$ cat src/rtl/core/assert_macros.svh
// Assertion helpers for the I2C master engine.
`ifndef ASSERT_MACROS_SVH
`define ASSERT_MACROS_SVH

`ifndef SYNTH
`define I2CM_ASSERT(lbl, clk, rst, prop, msg) \
   lbl: assert property (@(posedge clk) disable iff (rst) prop) else $error(msg);
`define I2CM_ASSERT_ALWAYS(lbl, clk, prop, msg) \
   lbl: assert property (@(posedge clk) prop) else $error(msg);
`else
`define I2CM_ASSERT(lbl, clk, rst, prop, msg)
`define I2CM_ASSERT_ALWAYS(lbl, clk, prop, msg)
`endif

`endif

$ cat src/rtl/core/i2cm_pkg.sv
package i2cm_pkg;

   localparam int BYTE_BITS = 8;
   localparam int TICK_W    = 16;

   typedef enum logic [1:0] {
      OP_START = 2'd0,
      OP_STOP  = 2'd1,
      OP_WRITE = 2'd2,
      OP_READ  = 2'd3
   } i2cm_op_type;

   typedef enum logic [1:0] {
      PH_FIRST  = 2'd0,
      PH_SECOND = 2'd1,
      PH_THIRD  = 2'd2
   } i2cm_phase_type;

   typedef struct packed {
      i2cm_op_type          cmd;
      logic                 busy;
      i2cm_phase_type       phase;
      logic [3:0]           bit_cnt;
      logic [TICK_W-1:0]    tick;
      logic [BYTE_BITS-1:0] shift;
      logic                 ack;
      logic                 scl;
      logic                 sda;
      logic                 oe;
      logic                 nack;
      logic [BYTE_BITS-1:0] rx;
   } i2cm_state_type;

   localparam i2cm_state_type STATE_RESET = '{
      cmd:     OP_START,
      busy:    1'b0,
      phase:   PH_FIRST,
      bit_cnt: '0,
      tick:    '0,
      shift:   '0,
      ack:     1'b0,
      scl:     1'b1,
      sda:     1'b1,
      oe:      1'b1,
      nack:    1'b0,
      rx:      '0
   };

endpackage

$ cat src/rtl/core/i2c_master_byte_engine_top.sv
// I2C master bus engine.
// req channel: one transfer per bus tick. tuser carries cmd_valid; tdata carries
//   the optional command (opcode, tx_byte, send_nack) and the sampled SDA level.
//   A command is taken only while the engine is idle; otherwise it is ignored.
// rsp channel: exactly one transfer per req transfer, giving the pin levels,
//   SDA drive enable, busy, a one-tick done pulse, rx_byte and nack_seen.
// csr: csr_we writes phase_ticks (ticks per bus phase); 0 acts as 1. The user must write
//   it only while idle; the block does not enforce it. A tick's response is registered and
//   valid in the cycle after its req transfer. Throughput: one tick per cycle unless rsp
//   stalls; the bus state and the response register advance together from one step of logic.
// A stalled rsp holds its data; req_tready drops only while a response is
//   waiting and rsp_tready is low, so no tick is lost.
// Reset: SCL and SDA high with SDA driven, engine idle, phase_ticks = 1,
//   rx_byte and nack_seen cleared, no response pending.
`include "assert_macros.svh"

module i2c_master_byte_engine_top
   import i2cm_pkg::*;
(
   input  logic        clock,
   input  logic        reset,
   input  logic        csr_we,
   input  logic [15:0] csr_wdata,
   input  logic        req_tvalid,
   output logic        req_tready,
   input  logic [15:0] req_tdata,   // opcode[1:0], tx_byte[9:2], send_nack[10], sda_sample[11]
   input  logic        req_tuser,   // cmd_valid
   output logic        rsp_tvalid,
   input  logic        rsp_tready,
   output logic [15:0] rsp_tdata    // scl, sda, sda_oe, busy, done, rx_byte[12:5], nack[13]
);

   logic [TICK_W-1:0] phase_ticks_ff;
   i2cm_state_type    st_ff, st_in;
   logic              done_in;
   logic              rsp_valid_ff;
   logic [15:0]       rsp_data_ff;
   logic              req_xfer;

   assign req_tready = !rsp_valid_ff || rsp_tready;
   assign req_xfer   = req_tvalid && req_tready;

   i2cm_step u_step (
      .cur         (st_ff),
      .cmd_valid   (req_tuser),
      .opcode      (i2cm_op_type'(req_tdata[1:0])),
      .tx_byte     (req_tdata[9:2]),
      .send_nack   (req_tdata[10]),
      .sda_sample  (req_tdata[11]),
      .phase_ticks (phase_ticks_ff),
      .nxt         (st_in),
      .done        (done_in)
   );

   always_ff @(posedge clock) begin
      if (reset) begin
         phase_ticks_ff <= TICK_W'(1);
      end else if (csr_we) begin
         phase_ticks_ff <= csr_wdata;
      end
   end

   always_ff @(posedge clock) begin
      if (reset) begin
         st_ff        <= STATE_RESET;
         rsp_valid_ff <= 1'b0;
      end else begin
         if (req_xfer) begin
            st_ff        <= st_in;
            rsp_valid_ff <= 1'b1;
         end else if (rsp_tready) begin
            rsp_valid_ff <= 1'b0;
         end
      end
   end

   always_ff @(posedge clock) begin
      if (req_xfer) begin
         rsp_data_ff <= {2'b00, st_in.nack, st_in.rx, done_in, st_in.busy,
                         st_in.oe, st_in.sda, st_in.scl};
      end
   end

   assign rsp_tvalid = rsp_valid_ff;
   assign rsp_tdata  = rsp_data_ff;

   `I2CM_ASSERT(a_cmd_starts, clock, reset, req_xfer && req_tuser && !st_ff.busy |=> st_ff.busy, "idle command did not start")
   `I2CM_ASSERT(a_done_from_busy, clock, reset, req_xfer && done_in |-> st_ff.busy && !st_in.busy, "done without a running command")
   `I2CM_ASSERT(a_idle_clean, clock, reset, !st_ff.busy |-> st_ff.tick == '0 && st_ff.phase == PH_FIRST && st_ff.bit_cnt == '0, "idle engine holds stale counters")
   `I2CM_ASSERT_ALWAYS(a_bit_range, clock, reset || st_ff.bit_cnt <= 4'(BYTE_BITS), "bit counter out of range")

endmodule

$ cat src/rtl/core/i2cm_step.sv
module i2cm_step
   import i2cm_pkg::*;
(
   input  i2cm_state_type     cur,
   input  logic               cmd_valid,
   input  i2cm_op_type        opcode,
   input  logic [7:0]         tx_byte,
   input  logic               send_nack,
   input  logic               sda_sample,
   input  logic [TICK_W-1:0]  phase_ticks,
   output i2cm_state_type     nxt,
   output logic               done
);

   // pin setup for the low phase of the bit at bit_cnt
   function automatic i2cm_state_type setup_bit(input i2cm_state_type s);
      i2cm_state_type r;
      r = s;
      r.scl = 1'b0;
      if (s.bit_cnt < 4'(BYTE_BITS)) begin
         if (s.cmd == OP_WRITE) begin
            r.oe  = 1'b1;
            r.sda = s.shift[BYTE_BITS-1];
         end else begin
            r.oe = 1'b0;
         end
      end else if (s.cmd == OP_WRITE) begin
         r.oe = 1'b0;
      end else begin
         r.oe  = 1'b1;
         r.sda = s.ack;
      end
      return r;
   endfunction

   i2cm_state_type adv;
   logic           adv_end;

   always_comb begin
      adv     = cur;
      adv_end = 1'b0;
      unique case (cur.cmd)
         OP_START: begin
            if (cur.phase == PH_FIRST) begin
               adv.scl   = 1'b1;
               adv.phase = PH_SECOND;
            end else if (cur.phase == PH_SECOND) begin
               adv.sda   = 1'b0;
               adv.phase = PH_THIRD;
            end else begin
               adv.scl = 1'b0;
               adv_end = 1'b1;
            end
         end
         OP_STOP: begin
            if (cur.phase == PH_FIRST) begin
               adv.scl   = 1'b1;
               adv.phase = PH_SECOND;
            end else begin
               adv.sda = 1'b1;
               adv_end = 1'b1;
            end
         end
         OP_WRITE, OP_READ: begin
            if (cur.phase == PH_FIRST) begin
               adv.scl   = 1'b1;
               adv.phase = PH_SECOND;
            end else if (cur.bit_cnt >= 4'(BYTE_BITS)) begin
               adv.scl = 1'b0;
               adv.oe  = 1'b1;
               adv_end = 1'b1;
               if (cur.cmd == OP_WRITE) begin
                  adv.nack = sda_sample;
               end else begin
                  adv.rx = cur.shift;
               end
            end else begin
               if (cur.cmd == OP_WRITE) begin
                  adv.shift = {cur.shift[BYTE_BITS-2:0], 1'b0};
               end else begin
                  adv.shift = {cur.shift[BYTE_BITS-2:0], sda_sample};
               end
               adv.bit_cnt = 4'(cur.bit_cnt + 4'd1);
               adv.phase   = PH_FIRST;
               adv         = setup_bit(adv);
            end
         end
         default: adv = cur;
      endcase
   end

   always_comb begin
      nxt  = cur;
      done = 1'b0;
      if (!cur.busy) begin
         if (cmd_valid) begin
            nxt.cmd     = opcode;
            nxt.busy    = 1'b1;
            nxt.phase   = PH_FIRST;
            nxt.bit_cnt = '0;
            nxt.tick    = TICK_W'(1);
            if (opcode == OP_START) begin
               nxt.oe  = 1'b1;
               nxt.sda = 1'b1;
            end else if (opcode == OP_STOP) begin
               nxt.oe  = 1'b1;
               nxt.sda = 1'b0;
            end else begin
               nxt.shift = (opcode == OP_WRITE) ? tx_byte : '0;
               nxt.ack   = send_nack;
               nxt       = setup_bit(nxt);
            end
         end
      end else if (cur.tick >= phase_ticks) begin
         nxt      = adv;
         nxt.tick = TICK_W'(1);
         if (adv_end) begin
            nxt.busy    = 1'b0;
            nxt.phase   = PH_FIRST;
            nxt.bit_cnt = '0;
            nxt.tick    = '0;
            done        = 1'b1;
         end
      end else begin
         nxt.tick = TICK_W'(cur.tick + TICK_W'(1));
      end
   end

endmodule

$ cat config.mk
export PLATFORM = sky130hd
export DESIGN_NAME = i2c_master_byte_engine_top
export DESIGN_NICKNAME = d
export VERILOG_FILES = /design/src/rtl/core/i2cm_pkg.sv /design/src/rtl/core/i2c_master_byte_engine_top.sv /design/src/rtl/core/i2cm_step.sv
export VERILOG_INCLUDE_DIRS = /design/src /design/src/rtl/core
export SDC_FILE = /design/constraint.sdc
export NUM_CORES = 1
export LEC_CHECK = 0
export ABC_AREA = 1
export BUFFER_PORTS_ARGS = -buffer_cell sky130_fd_sc_hd__buf_2
export CAP_MARGIN = 20
export CORE_AREA = 2 2 113 115
export DETAILED_ROUTE_END_ITERATION = 10
export DIE_AREA = 0 0 115 117
export GPL_TIMING_DRIVEN = 0
export HOLD_SLACK_MARGIN = 0.06
export RECOVER_POWER = 100
export SLEW_MARGIN = 20
export SYNTH_ARGS = -nofsm -noshare
export SYNTH_HDL_FRONTEND = slang
export SYNTH_SLANG_ARGS = --single-unit
$ cat constraint.sdc
create_clock -name clock -period 2.1 [get_ports clock]
set_input_delay 0 -clock clock [delete_from_list [all_inputs] [get_ports clock]]
set_output_delay 0 -clock clock [all_outputs]
set_load 0.03 [all_outputs]
==> reports/results.ini <==
[grt]
grt_usage_pct = 16.02
grt_overflow = 0
antenna_found_initial = 0
grt_start_max_net_pins = 24
grt_pass1_vias = 3629
grt_pass1_wl_mm = 16.74

[routing]
viasPerCell = 4.643
drtIter0Drc = 195
drc_errors = 0
routed_wl_mm = 9.927
vias = 3840
dr.pass1.iters = 4
wire_per_inst_um = 12.00
drtAntennaViolNets = 0

[synth]
yosys.area.top_type_share_pct = 29.99
synth_edf_count = 14
synth_cell_types = 38
syn_area_per_cell_um2 = 7.238
synthArstFlopShare_pct = 0
ys.flop_type = dfxtp_1
ys_ff_latch = 77
synth_cells = 581
ys_top_cells_by_area = dfxtp_1, nand2_1, edfxtp_1
synth_top_cell_by_area = dfxtp_1
ys_seq_area_share_pct = 39.99
synth_warnings = 0
synth.cell_area_um2 = 4205

[power]
p_per_area_nw_per_um2 = 702.3
power_leakage_nw = 2.357
vdd_drop_max_mv = 0.4600

[sta]
whs_ns = 0.07672
clock_skew_ns = 0.006083
tightest_slew_ns = 0.5509
hold_violations = 0
setup_slack_ns = 0.1447
finalCritPeriodShare_pct = 93.11
max_freq_mhz = 511.4
finalSetupViolations = 0
maxSlewViolCount = 0
setup_tns_ns = 0
slew-limit-headroom_pct = 63.27
period_minus_slack_ns = 1.955

[finish]
num-nets-final = 729
layout_common_cells = nand2_1, inv_1, nor2_1, dfxtp_1, a21oi_1
fin_cells = 827
diodes = 0
final_core_util_pct = 42.32
drive_gt1_share_pct = 15.21
syn2layout_area_growth_pct = 23.89
mostFrequentLayoutCell = nand2_1

[critical_path]
reg2regPathDepth = 13
slowest_stage = dfxtp_1
required_ns = 2.20
arrival_ns = 2.05
cp_num_buf_inv = 3
crit_type = flop to flop
rr_startpoint = st_ff[27]
r2r_slack_ns = 0.14
rr_endpoint = rsp_tdata[0]
critical_path.most_common_cell = nand2_1
cp-start-kind = flop
cp-end-kind = flop
cp_max_fo = 10
crit_family = simple AND/OR/NAND/NOR gates
max_stage_delay_ns = 0.36
path_cells = ha_1 > nand2_1 > inv_2 > nand2_1 > nor2_1 > nor2_1 > nand2_1 > nand2_2 > nand2_4 > nand2_2 > buf_6 > o21ai_2 > inv_1

[clocking]
cts_tree = built
htree_levels = 3
root_buffer = clkbuf_16
path_clk_slew_ns = 0.06
clk_latency_ns = 0.34
cts_sinks = 77
cts_made_buffers = 9
clock_path_buffers = 2

[placed_design]
place_ws_ns = 0.06169
dpl.hpwl_mm = 7.315
gp_congestion = 0.8242
post-place-cells = 780
portBuffers = 48

[worst_hold_path]
hp-class = input port to flop
min_delay_path_depth = 5
hp-start = req_tdata[11]
min_to = st_ff[13]

[floorplan]
die_h_um = 117
rows = 41
ioPinCount = 56
die_w_um = 115
dieArea_um2 = 13460
start_util_pct = 34.16
coreArea_um2 = 12310

[job]
maxCapViolCount = 0

[run_status]
outcome = complete, no violations

-- worst min-delay path: cells and delay by family --
family	cells	cell delay, ns
AO/OA/AOI/OAI	1	0.07
AND/OR/NAND/NOR	3	0.19
buffers and inverters	1	0.12
-- timing repair --
action / 4_1_cts / 5_1_grt
endpoints found under the hold margin: 29 / 0
setup buffers: 0 / 1
hold buffers: 30 / 0
setup endpoints to repair: 0 / 35
resized for setup: 0 / 7
-- per-layer routing --
layer / GRT usage (%) / vias up / part of all wire, %
li1: - / 2041 / -
met1: 18.29 / 1712 / 45
met2: 28.31 / 75 / 48
met3: 5.098 / 12 / 5.2
met4: 5.622 / 0 / 1.6
met5: 0 / - / 0
-- kinds of logic (layout without fill, tap and decap cells) --
| kind of cell | Yosys count | after routing | share of synthesized area, % |
|---|---|---|---|
| xor+xnor | 6 | 6 | 1.250 |
| flops | 77 | 77 | 39.99 |
| mux | 1 | 1 | 0.2380 |
| simple gates | 286 | 286 | 31.87 |
| buf+inv | 108 | 203 | 10.59 |
| compound gates | 83 | 83 | 10.32 |
| fa+ha+maj | 19 | 19 | 5.653 |
| other cells | 1 | 2 | 0.08917 |
-- cell type report --
type                            count  area (µm²)
Timing Repair Buffer               79       528.0
Inverter                           88       330.3
Multi-Input combinational cell    397        2068
Clock inverter                      3       18.77
Sequential cell                    77        1687
Fill cell                        1268        7102
Buffer                             20       120.1
Clock buffer                       13       270.3
Tap cell                          150       187.7
-- cell usage after synthesis (6+ instances only) --
cell,n
nand2_1,131
inv_1,77
nor2_1,73
dfxtp_1,63
a21oi_1,43
nand3_1,25
o21ai_0,21
ha_1,19
nand4_1,18
o21ai_1,15
edfxtp_1,14
inv_2,11
clkbuf_1,8
buf_4,6
nor3_1,6
-- stage by stage --
step           total power [mW]  area (µm²)
6_report                  3.659        5210
5_1_grt                   3.855        5210
4_1_cts                   3.714        5226
3_5_place_dp              2.160        4637
3_3_place_gp              2.143        4637
2_1_floorplan             2.019        4209
-- flip-flops by register name (all words and copies together), names as in the netlist --
name and flops:
st_ff 46, phase_ticks_ff 16, rsp_tdata 14, rsp_tvalid 1
-- report_power, final --
part	internal, mW	total [mW]	switching (mW)
clock	0.896	1.50	0.600
combinational	0.196	0.523	0.327
sequential	1.59	1.64	0.0457
-- how the worst max path moves through the flow --
| stage | start | endpoint | slack, ns | cells after the start |
|---|---|---|---|---|
| global route | phase_ticks_ff[11] | st_ff[26] | -0.009 | 10 |
| global placement | st_ff[30] | rsp_tdata[0] | 0.07 | 11 |
| detailed placement | st_ff[30] | rsp_tdata[0] | 0.06 | 11 |
| CTS | st_ff[30] | rsp_tdata[0] | 0.05 | 11 |
| floorplan | st_ff[30] | rsp_tdata[0] | 0.30 | 11 |
| finish | st_ff[27] | rsp_tdata[0] | 0.14 | 13 |
Power figures use the tool's default switching activity.
